==> config.mk <==
export PLATFORM = sky130hd
export DESIGN_NAME = positional_array_list
export DESIGN_NICKNAME = d
export VERILOG_FILES = /design/src/sv/pal_pkg.sv /design/src/sv/pal_front.sv /design/src/sv/pal_queue.sv /design/src/sv/pal_back.sv /design/src/sv/positional_array_list.sv
export SDC_FILE = /design/constraint.sdc
export NUM_CORES = 2
export LEC_CHECK = 0
export BUFFER_PORTS_ARGS = -buffer_cell sky130_fd_sc_hd__buf_2
export CAP_MARGIN = 20
export CORE_UTILIZATION = 60
export CTS_CLUSTER_DIAMETER = 30
export DETAILED_ROUTE_END_ITERATION = 8
export GPL_TIMING_DRIVEN = 0
export PLACE_DENSITY_LB_ADDON = 0.15
export REMOVE_ABC_BUFFERS = 1
export SLEW_MARGIN = 20
export SYNTH_ARGS = -nofsm -noshare
export SYNTH_HDL_FRONTEND = slang
export SYNTH_HIERARCHICAL = 1
export SYNTH_SLANG_ARGS = --single-unit
==> constraint.sdc <==
create_clock -name clock -period 9 [get_ports clock]
set_input_delay 0.9 -clock clock [delete_from_list [all_inputs] [get_ports clock]]
set_output_delay 0.9 -clock clock [all_outputs]
set_load 0.03 [all_outputs]
==> src/sv/pal_pkg.sv <==
`default_nettype none
// Shared types and constants for the positional array list.
// No dependencies; every other file of the block imports this package.
package pal_pkg;

   // Defaults and the largest supported configuration.
   localparam int unsigned CAPACITY_DEF   = 64;
   localparam int unsigned WORD_WIDTH_DEF = 32;
   localparam int unsigned CAPACITY_MAX   = 4096;
   localparam int unsigned WORD_W_MAX     = 64;
   localparam int unsigned LEN_W_MAX      = $clog2(CAPACITY_MAX + 1);

   // Longest run a single delete or read may ask for.
   localparam int unsigned MAX_RUN = 64;

   // Depth of the job queue between front and back (a power of two).
   localparam int unsigned QDEPTH = 2;

   // Operation codes.
   localparam logic [2:0] OP_INSERT = 3'd0;
   localparam logic [2:0] OP_DELETE = 3'd1;
   localparam logic [2:0] OP_READ   = 3'd2;
   localparam logic [2:0] OP_FIND   = 3'd3;
   localparam logic [2:0] OP_CLEAR  = 3'd4;
   localparam logic [2:0] OP_LENGTH = 3'd5;

   // Result status codes.
   localparam logic [2:0] ST_OK        = 3'd0;
   localparam logic [2:0] ST_BAD_POS   = 3'd1;
   localparam logic [2:0] ST_FULL      = 3'd2;
   localparam logic [2:0] ST_RANGE     = 3'd3;
   localparam logic [2:0] ST_NOT_FOUND = 3'd4;

   // What the back end has to do for one item.
   typedef enum logic [1:0] {
      JOB_REPLY  = 2'd0,
      JOB_INSERT = 2'd1,
      JOB_RUN    = 2'd2,
      JOB_FIND   = 2'd3
   } job_kind_type;

   // One classified item, sized for the largest configuration.
   typedef struct packed {
      job_kind_type           kind;
      logic                   remove;
      logic [2:0]             status;
      logic [LEN_W_MAX-1:0]   len_before;
      logic [LEN_W_MAX-1:0]   len_after;
      logic [LEN_W_MAX-1:0]   start;
      logic [6:0]             count;
      logic [WORD_W_MAX-1:0]  value;
   } job_type;

endpackage
`default_nettype wire

==> src/sv/pal_front.sv <==
`default_nettype none
// Front end: checks each item against the list length and turns it into a job.
// Depends on pal_pkg.
module pal_front #(
   parameter int unsigned CAPACITY = pal_pkg::CAPACITY_DEF
) (
   input  wire logic             clock,
   input  wire logic             reset,
   input  wire logic             accept,
   input  wire logic [2:0]       req_op,
   input  wire logic [6:0]       req_position,
   input  wire logic [6:0]       req_count,
   input  wire logic [31:0]      req_value,
   output pal_pkg::job_type      job,
   output logic                  push
);
   import pal_pkg::*;

   localparam int unsigned LW = $clog2(CAPACITY + 1);
   localparam int unsigned EW = ((LW > 7) ? LW : 7) + 2;

   logic [LW-1:0] len_ff, len_in;
   logic [EW-1:0] pos_e, cnt_e, len_e;
   logic          run_bad, run_range;

   assign pos_e = EW'(req_position);
   assign cnt_e = EW'(req_count);
   assign len_e = EW'(len_ff);

   assign run_bad   = (req_position == 7'd0) || (req_count == 7'd0) ||
                      (cnt_e > EW'(MAX_RUN));
   assign run_range = (pos_e + cnt_e - EW'(1)) > len_e;
   assign push      = accept;

   always_comb begin
      job            = '0;
      job.kind       = JOB_REPLY;
      job.status     = ST_OK;
      job.len_before = LEN_W_MAX'(len_ff);
      job.len_after  = LEN_W_MAX'(len_ff);
      job.start      = LEN_W_MAX'(req_position - 7'd1);
      job.count      = req_count;
      job.value      = WORD_W_MAX'(req_value);
      len_in         = len_ff;
      case (req_op)
         OP_INSERT: begin
            if ((req_position == 7'd0) || (pos_e > len_e + EW'(1))) begin
               job.status = ST_BAD_POS;
            end else if (len_e >= EW'(CAPACITY)) begin
               job.status = ST_FULL;
            end else begin
               job.kind      = JOB_INSERT;
               len_in        = len_ff + LW'(1);
               job.len_after = LEN_W_MAX'(len_in);
            end
         end
         OP_DELETE, OP_READ: begin
            if (run_bad) begin
               job.status = ST_BAD_POS;
            end else if (run_range) begin
               job.status = ST_RANGE;
            end else begin
               job.kind   = JOB_RUN;
               job.remove = (req_op == OP_DELETE);
               if (req_op == OP_DELETE) begin
                  len_in = len_ff - LW'(req_count);
               end
               job.len_after = LEN_W_MAX'(len_in);
            end
         end
         OP_FIND: begin
            job.kind = JOB_FIND;
         end
         OP_CLEAR: begin
            len_in        = '0;
            job.len_after = '0;
         end
         default: begin
            job.kind = JOB_REPLY;
         end
      endcase
   end

   always_ff @(posedge clock) begin
      if (reset) begin
         len_ff <= '0;
      end else if (accept) begin
         len_ff <= len_in;
      end
   end

endmodule
`default_nettype wire

==> src/sv/pal_queue.sv <==
`default_nettype none
// Short job queue that decouples the front end from the back end.
// Depends on pal_pkg.
module pal_queue (
   input  wire logic              clock,
   input  wire logic              reset,
   input  wire logic              push,
   input  wire pal_pkg::job_type  push_job,
   input  wire logic              pop,
   output pal_pkg::job_type       head,
   output logic                   valid,
   output logic                   full
);
   import pal_pkg::*;

   localparam int unsigned PW = (QDEPTH > 1) ? $clog2(QDEPTH) : 1;
   localparam int unsigned CW = $clog2(QDEPTH + 1);

   job_type       slot_ff [QDEPTH];
   logic [PW-1:0] wr_ptr_ff, rd_ptr_ff;
   logic [CW-1:0] fill_ff;

   assign head  = slot_ff[rd_ptr_ff];
   assign valid = (fill_ff != '0);
   assign full  = (fill_ff == CW'(QDEPTH));

   always_ff @(posedge clock) begin
      if (push) begin
         slot_ff[wr_ptr_ff] <= push_job;
      end
   end

   always_ff @(posedge clock) begin
      if (reset) begin
         wr_ptr_ff <= '0;
         rd_ptr_ff <= '0;
         fill_ff   <= '0;
      end else begin
         if (push) begin
            wr_ptr_ff <= wr_ptr_ff + PW'(1);
         end
         if (pop) begin
            rd_ptr_ff <= rd_ptr_ff + PW'(1);
         end
         if (push && !pop) begin
            fill_ff <= fill_ff + CW'(1);
         end else if (pop && !push) begin
            fill_ff <= fill_ff - CW'(1);
         end
      end
   end

endmodule
`default_nettype wire

==> src/sv/pal_back.sv <==
`default_nettype none
// Back end: owns the entry memory and sweeps it to insert, delete, read and find.
// Depends on pal_pkg.
module pal_back #(
   parameter int unsigned CAPACITY   = pal_pkg::CAPACITY_DEF,
   parameter int unsigned WORD_WIDTH = pal_pkg::WORD_WIDTH_DEF
) (
   input  wire logic             clock,
   input  wire logic             reset,
   input  wire pal_pkg::job_type q_head,
   input  wire logic             q_valid,
   output logic                  q_pop,
   output logic                  rsp_strobe,
   output logic [31:0]           rsp_word_out,
   output logic [5:0]            rsp_found_index,
   output logic [6:0]            rsp_list_len,
   output logic [2:0]            rsp_status,
   output logic                  rsp_last
);
   import pal_pkg::*;

   localparam int unsigned LW = $clog2(CAPACITY + 1);
   localparam int unsigned AW = $clog2(CAPACITY);

   typedef enum logic [9:0] {
      S_IDLE     = 10'b00_0000_0001,
      S_INS_RD   = 10'b00_0000_0010,
      S_INS_MV   = 10'b00_0000_0100,
      S_INS_PUT  = 10'b00_0000_1000,
      S_RUN_RD   = 10'b00_0001_0000,
      S_RUN_OUT  = 10'b00_0010_0000,
      S_CMP_RD   = 10'b00_0100_0000,
      S_CMP_MV   = 10'b00_1000_0000,
      S_FIND_RD  = 10'b01_0000_0000,
      S_FIND_CMP = 10'b10_0000_0000
   } state_type;

   state_type             state_ff, state_in;
   job_type               cur_ff, cur_in;
   logic [LW-1:0]         i_ff, i_in;
   logic [6:0]            k_ff, k_in;

   logic [WORD_WIDTH-1:0] mem [CAPACITY];
   logic [WORD_WIDTH-1:0] rd_data_ff;
   logic                  rd_en, wr_en;
   logic [AW-1:0]         rd_addr, wr_addr;
   logic [WORD_WIDTH-1:0] wr_data;

   logic                  emit;
   logic [31:0]           e_word;
   logic [5:0]            e_idx;
   logic [2:0]            e_status;
   logic [LEN_W_MAX-1:0]  e_len;
   logic                  e_last;

   logic                  strobe_ff;
   logic [31:0]           word_ff;
   logic [5:0]            idx_ff;
   logic [6:0]            len_ff;
   logic [2:0]            status_ff;
   logic                  last_ff;

   logic [LW-1:0]         start_i, lenb_i, cnt_i, head_start, head_lenb;
   logic [WORD_W_MAX-1:0] word_wide;
   logic                  run_done;

   assign start_i    = LW'(cur_ff.start);
   assign lenb_i     = LW'(cur_ff.len_before);
   assign cnt_i      = LW'(cur_ff.count);
   assign head_start = LW'(q_head.start);
   assign head_lenb  = LW'(q_head.len_before);
   assign word_wide  = WORD_W_MAX'(rd_data_ff);
   assign run_done   = ((k_ff + 7'd1) == cur_ff.count);

   always_comb begin
      state_in = state_ff;
      cur_in   = cur_ff;
      i_in     = i_ff;
      k_in     = k_ff;
      q_pop    = 1'b0;
      rd_en    = 1'b0;
      rd_addr  = '0;
      wr_en    = 1'b0;
      wr_addr  = '0;
      wr_data  = '0;
      emit     = 1'b0;
      e_word   = '0;
      e_idx    = '0;
      e_status = ST_OK;
      e_len    = cur_ff.len_after;
      e_last   = 1'b1;
      case (state_ff)
         S_IDLE: begin
            if (q_valid) begin
               q_pop  = 1'b1;
               cur_in = q_head;
               e_len  = q_head.len_after;
               case (q_head.kind)
                  JOB_INSERT: begin
                     i_in = head_lenb;
                     if (head_lenb > head_start) begin
                        state_in = S_INS_RD;
                     end else begin
                        state_in = S_INS_PUT;
                     end
                  end
                  JOB_RUN: begin
                     k_in     = '0;
                     state_in = S_RUN_RD;
                  end
                  JOB_FIND: begin
                     i_in = '0;
                     if (head_lenb == '0) begin
                        emit     = 1'b1;
                        e_status = ST_NOT_FOUND;
                     end else begin
                        state_in = S_FIND_RD;
                     end
                  end
                  default: begin
                     emit     = 1'b1;
                     e_status = q_head.status;
                  end
               endcase
            end
         end
         S_INS_RD: begin
            rd_en    = 1'b1;
            rd_addr  = AW'(i_ff - LW'(1));
            state_in = S_INS_MV;
         end
         S_INS_MV: begin
            wr_en   = 1'b1;
            wr_addr = AW'(i_ff);
            wr_data = rd_data_ff;
            i_in    = i_ff - LW'(1);
            if ((i_ff - LW'(1)) > start_i) begin
               state_in = S_INS_RD;
            end else begin
               state_in = S_INS_PUT;
            end
         end
         S_INS_PUT: begin
            wr_en    = 1'b1;
            wr_addr  = AW'(start_i);
            wr_data  = cur_ff.value[WORD_WIDTH-1:0];
            emit     = 1'b1;
            state_in = S_IDLE;
         end
         S_RUN_RD: begin
            rd_en    = 1'b1;
            rd_addr  = AW'(start_i + LW'(k_ff));
            state_in = S_RUN_OUT;
         end
         S_RUN_OUT: begin
            emit   = 1'b1;
            e_word = word_wide[31:0];
            e_last = run_done;
            if (!run_done) begin
               k_in     = k_ff + 7'd1;
               state_in = S_RUN_RD;
            end else if (cur_ff.remove &&
                         ((LW + 1)'(start_i) + (LW + 1)'(cnt_i) < (LW + 1)'(lenb_i))) begin
               i_in     = start_i;
               state_in = S_CMP_RD;
            end else begin
               state_in = S_IDLE;
            end
         end
         S_CMP_RD: begin
            rd_en    = 1'b1;
            rd_addr  = AW'(i_ff + cnt_i);
            state_in = S_CMP_MV;
         end
         S_CMP_MV: begin
            wr_en   = 1'b1;
            wr_addr = AW'(i_ff);
            wr_data = rd_data_ff;
            i_in    = i_ff + LW'(1);
            if ((LW + 1)'(i_ff) + (LW + 1)'(1) + (LW + 1)'(cnt_i) < (LW + 1)'(lenb_i)) begin
               state_in = S_CMP_RD;
            end else begin
               state_in = S_IDLE;
            end
         end
         S_FIND_RD: begin
            rd_en    = 1'b1;
            rd_addr  = AW'(i_ff);
            state_in = S_FIND_CMP;
         end
         S_FIND_CMP: begin
            if (rd_data_ff == cur_ff.value[WORD_WIDTH-1:0]) begin
               emit     = 1'b1;
               e_idx    = 6'(i_ff);
               state_in = S_IDLE;
            end else if ((LW + 1)'(i_ff) + (LW + 1)'(1) < (LW + 1)'(lenb_i)) begin
               i_in     = i_ff + LW'(1);
               state_in = S_FIND_RD;
            end else begin
               emit     = 1'b1;
               e_status = ST_NOT_FOUND;
               state_in = S_IDLE;
            end
         end
         default: begin
            state_in = S_IDLE;
         end
      endcase
   end

   // Entry memory: one write port, one registered read port.
   always_ff @(posedge clock) begin
      if (wr_en) begin
         mem[wr_addr] <= wr_data;
      end
   end

   always_ff @(posedge clock) begin
      if (rd_en) begin
         rd_data_ff <= mem[rd_addr];
      end
   end

   always_ff @(posedge clock) begin
      if (reset) begin
         state_ff  <= S_IDLE;
         strobe_ff <= 1'b0;
      end else begin
         state_ff  <= state_in;
         strobe_ff <= emit;
      end
   end

   always_ff @(posedge clock) begin
      cur_ff <= cur_in;
      i_ff   <= i_in;
      k_ff   <= k_in;
      if (emit) begin
         word_ff   <= e_word;
         idx_ff    <= e_idx;
         len_ff    <= 7'(e_len);
         status_ff <= e_status;
         last_ff   <= e_last;
      end
   end

   assign rsp_strobe      = strobe_ff;
   assign rsp_word_out    = word_ff;
   assign rsp_found_index = idx_ff;
   assign rsp_list_len    = len_ff;
   assign rsp_status      = status_ff;
   assign rsp_last        = last_ff;

endmodule
`default_nettype wire

==> src/sv/positional_array_list.sv <==
`default_nettype none
// Positional array list: an ordered list of up to CAPACITY words, 1-based positions.
// Holds the top level; instantiates pal_front, pal_queue and pal_back and imports pal_pkg.
//
// Using the block: raise start with an item on the req_ ports; the item is taken at
// any clock edge where start is high and busy is low. Every item answers with one or
// more results, each shown for exactly one cycle with rsp_strobe high and rsp_last
// high on the final one; the receiver cannot stall, so capture every strobe. The
// front end checks an item against the running length in the cycle it is taken and
// files it in a two-deep job queue; busy is high only while that queue is full. The
// back end takes a job from the queue, then works on an entry memory with one write
// port and one registered read port, so each word moved or returned is read first:
//   length query, clear, and any rejected item: no memory work, results back to back;
//   insert at position p into a list of n words: the n-p+1 words from p move up
//   one place, then the new word is written;
//   read of c words: c results, one per word read;
//   delete of c words at p: c results, then the n-p+1-c words behind the run move
//   down to close the gap before the next job starts;
//   find: a scan from the first word up to the first match or the end; an empty list is not read.
// The entry memory needs no clearing after reset: only words below the length are
// ever read.
module positional_array_list #(
   parameter int unsigned CAPACITY   = pal_pkg::CAPACITY_DEF,
   parameter int unsigned WORD_WIDTH = pal_pkg::WORD_WIDTH_DEF
) (
   input  wire logic        clock,
   input  wire logic        reset,
   input  wire logic        start,
   output logic             busy,
   input  wire logic [2:0]  req_op,
   input  wire logic [6:0]  req_position,
   input  wire logic [6:0]  req_count,
   input  wire logic [31:0] req_value,
   output logic             rsp_strobe,
   output logic [31:0]      rsp_word_out,
   output logic [5:0]       rsp_found_index,
   output logic [6:0]       rsp_list_len,
   output logic [2:0]       rsp_status,
   output logic             rsp_last
);
   import pal_pkg::*;

   job_type new_job, head_job;
   logic    accept, push, pop, q_valid, q_full;

   // Take an item whenever the queue has room.
   assign busy   = q_full;
   assign accept = start && !busy;

   // Classify the item and advance the running length.
   pal_front #(
      .CAPACITY (CAPACITY)
   ) u_front (
      .clock        (clock),
      .reset        (reset),
      .accept       (accept),
      .req_op       (req_op),
      .req_position (req_position),
      .req_count    (req_count),
      .req_value    (req_value),
      .job          (new_job),
      .push         (push)
   );

   // Hold classified jobs until the back end is free.
   pal_queue u_queue (
      .clock    (clock),
      .reset    (reset),
      .push     (push),
      .push_job (new_job),
      .pop      (pop),
      .head     (head_job),
      .valid    (q_valid),
      .full     (q_full)
   );

   // Carry out each job on the entry memory and drive the results.
   pal_back #(
      .CAPACITY   (CAPACITY),
      .WORD_WIDTH (WORD_WIDTH)
   ) u_back (
      .clock           (clock),
      .reset           (reset),
      .q_head          (head_job),
      .q_valid         (q_valid),
      .q_pop           (pop),
      .rsp_strobe      (rsp_strobe),
      .rsp_word_out    (rsp_word_out),
      .rsp_found_index (rsp_found_index),
      .rsp_list_len    (rsp_list_len),
      .rsp_status      (rsp_status),
      .rsp_last        (rsp_last)
   );

endmodule
`default_nettype wire
==> reports/results.txt <==
CTS resizes = 0
WHS Path Cells = 1
Layout cells sized above 1 = 19.2%
Worst reg-to-reg path cell count = 25
Drt first pass iters = 8
Clock transition at path regs = 0.05 ns
Total Routing Usage GR = 35.3%
Port-buffer cells = 102
Final worst slack = 1.61 ns
CP Launch Type = register
HP Class = in -> reg
Pwr per Cell Area = 271 nW/um^2
Initial Utilization = 60.5%
Critical R2R Launch = u_back/i_ff[0]$_DFFE_PP_
First-pass GRT wire length = 412,000 um
# setup viols final = 0
RSZ-0062 raised after global routing = false
Worst slack at placement = 2.00 ns
Hold buffers post-CTS = 0
Vias in the first global route = 62,900
Via/cell ratio = 6.58
Multi-input logic area = 23,800 um^2
Clock Path Buffers = 4
CP max FO = 13
Post-Route WL = 287,000 um
Area growth, synth to finish = 24.8%
Fin crit period = 7.39 ns
Worst hold start = req_value[15]
Root Driver = clkbuf_16
Clock Sinks = 2,359
Fmax = 135 MHz
Critical path class = reg -> reg
CTS H-tree depth = 5
IO Pins = 103
Max-Cap Viols = 0
Core Area = 158,000 um^2
Routed Antenna Nets = 0
Starting DRT DRC Count = 9,637
Detail Placement HPWL = 175,000 um
Fillers = 8,641
Synthesized instance count = 6,645
Chip Width = 401 um
Gp weighted congestion = 0.874
TritonCTS Buffers = 452
Total gr overflow = 0
Reg-to-reg slack, setup = 1.61 ns
Reg2reg end = u_back/rd_data_ff[25]$_DFFE_PN_
Status = complete, no violations
Skew final = 0.0739 ns
Cell area after synthesis = 95,700 um^2
Wirelength per Cell = 29.9 um
Rows = 146
Final hold viol count = 0
Max-slew headroom = 12.1%
CP endpoint kind = register
Final count of pins violating max slew = 0
CTS tree = built
Post CTS Setup Buffer Count = 0
Die H = 401 um
Pin count of the biggest net entering global routing = 65
Arr. time, crit path = 7.95 ns
Antenna violations before repair = 22
Final nets = 7,318
Worst hold-check slack = 0.136 ns
FF/Latch Area = 70,600 um^2
Peak supply drop = 0.000235 V
Hold endpoint = u_queue/slot_ff[1][15]$_DFFE_PP_
Syn_area_per_cell = 14.4 um^2
Actual slew at the worst max-slew pin = 1.31 ns
Final period util = 82.1%
Residual DRC = 0
Vias = 63,100
Die area = 161,000 um^2
Req. time, crit path = 9.56 ns
Leakage = 43.4 nW
Clock latency on the worst-skew pair = 0.96 ns
Ys Warns = 6
==> worst max-delay path: stages, from the launching register on <==
cell,delay (ns)
edfxtp_1,0.72
inv_1,0.24
ha_1,0.28
xor2_1,0.33
a31oi_1,0.27
o211ai_1,0.35
buf_4,0.27
buf_4,0.22
buf_4,0.18
buf_4,0.18
buf_4,0.21
buf_6,0.17
buf_4,0.17
buf_4,0.18
buf_4,0.22
buf_4,0.22
buf_4,0.18
buf_4,0.18
buf_4,0.19
buf_4,0.18
buf_4,0.19
nand2_1,0.07
a32o_1,0.25
a221oi_1,0.27
o22ai_1,0.24
nor4_1,1.00
==> worst max path at each step <==
| stage | startpoint | to | slack, ns | cells past startpoint |
|---|---|---|---|---|
| 3_3_place_gp | u_back/i_ff[0]$_DFFE_PP_ | u_back/rd_data_ff[0]$_DFFE_PN_ | -80.62 | 11 |
| 4_1_cts | u_back/i_ff[0]$_DFFE_PP_ | u_back/rd_data_ff[25]$_DFFE_PN_ | 1.91 | 25 |
| 6_report | u_back/i_ff[0]$_DFFE_PP_ | u_back/rd_data_ff[25]$_DFFE_PN_ | 1.61 | 25 |
| 3_5_place_dp | u_back/i_ff[0]$_DFFE_PP_ | u_back/rd_data_ff[25]$_DFFE_PN_ | 2.00 | 25 |
| 5_1_grt | u_back/i_ff[0]$_DFFE_PP_ | u_back/rd_data_ff[25]$_DFFE_PN_ | 1.59 | 25 |
| 2_1_floorplan | u_back/i_ff[0]$_DFFE_PP_ | u_back/rd_data_ff[0]$_DFFE_PN_ | -18.34 | 11 |
==> stage by stage <==
stage	util, %	instances	cell area [um^2]	setup TNS (ns)	power, mW
after CTS	75.4	9596	119000	0	32.4
after global routing	75.5	9597	120000	0	33.2
final	75.5	9603	120000	0	32.4
after global placement	61.1	8407	96700	-2735.30	15.8
after floorplan	-	6233	93600	-565.52	14.7
after detailed placement	65.7	8773	104000	0	15.7
==> placed cells by master, fill, tap and decap left out, drive strengths merged, types with 18 or more instances in the layout <==
cell type and instances:
mux2i 360, a211oi 20, a22o 40, nand3 550, nor2b 18, xor2 24
and2 45, nor2 125, a32o 25, o21ai 27, a32oi 181, o22ai 18
clkinv 153, nand2 1500, mux2 67, edfxtp 2336, dfxtp 23, a22oi 35
a31oi 148, bufinv 66, a221oi 27, buf 468, and3 29, clkbuf 515
inv 107, clkinvlp 60, nor3 28, ha 104, xnor2 71, a21o 22
nor4 41, nand4 57, a21oi 98
==> layer usage <==
metal	vias up	wire [um]	global-route usage [%]
met2	4575	132000	54.6
li1	26300	-	-
met1	31200	103000	46.1
met5	-	112	0
met4	16	18100	20.4
met3	1065	34100	8.25
==> report_power, final <==
| part | total (mW) | switching (mW) | internal (mW) |
|---|---|---|---|
| logic | 2.76 | 1.73 | 1.04 |
| registers | 12.8 | 0.348 | 12.5 |
| clock network | 16.8 | 5.56 | 11.2 |
| total | 32.4 | 7.64 | 24.8 |
==> sequential cells by signal, summed over array words and instances (netlist names), 2 cells and up, named ones only <==
| signal | flops |
|---|---|
| u_back/rd_data_ff | 32 |
| u_queue/slot_ff | 132 |
| u_back/cnt_i | 7 |
| u_back/mem | 2048 |
| u_back/rsp_status | 3 |
| u_back/cur_ff | 54 |
| u_queue/fill_ff | 2 |
| u_back/state_ff | 10 |
| u_back/k_ff | 7 |
| u_back/i_ff | 7 |
| u_back/rsp_found_index | 6 |
| u_back/rsp_word_out | 32 |
| u_front/len_ff | 7 |
| u_back/rsp_list_len | 7 |
==> area by class of cell <==
type	instances	share of cell area [%]
clock inverters	309	2.97
diodes	6	0.0126
repair buffers	469	5.75
well taps	2072	2.17
clock buffers	514	9.85
inverters	77	0.244
flip-flops and latches	2359	59.1
multi-input cells	3797	19.9
(Power assumes the default switching activity.)
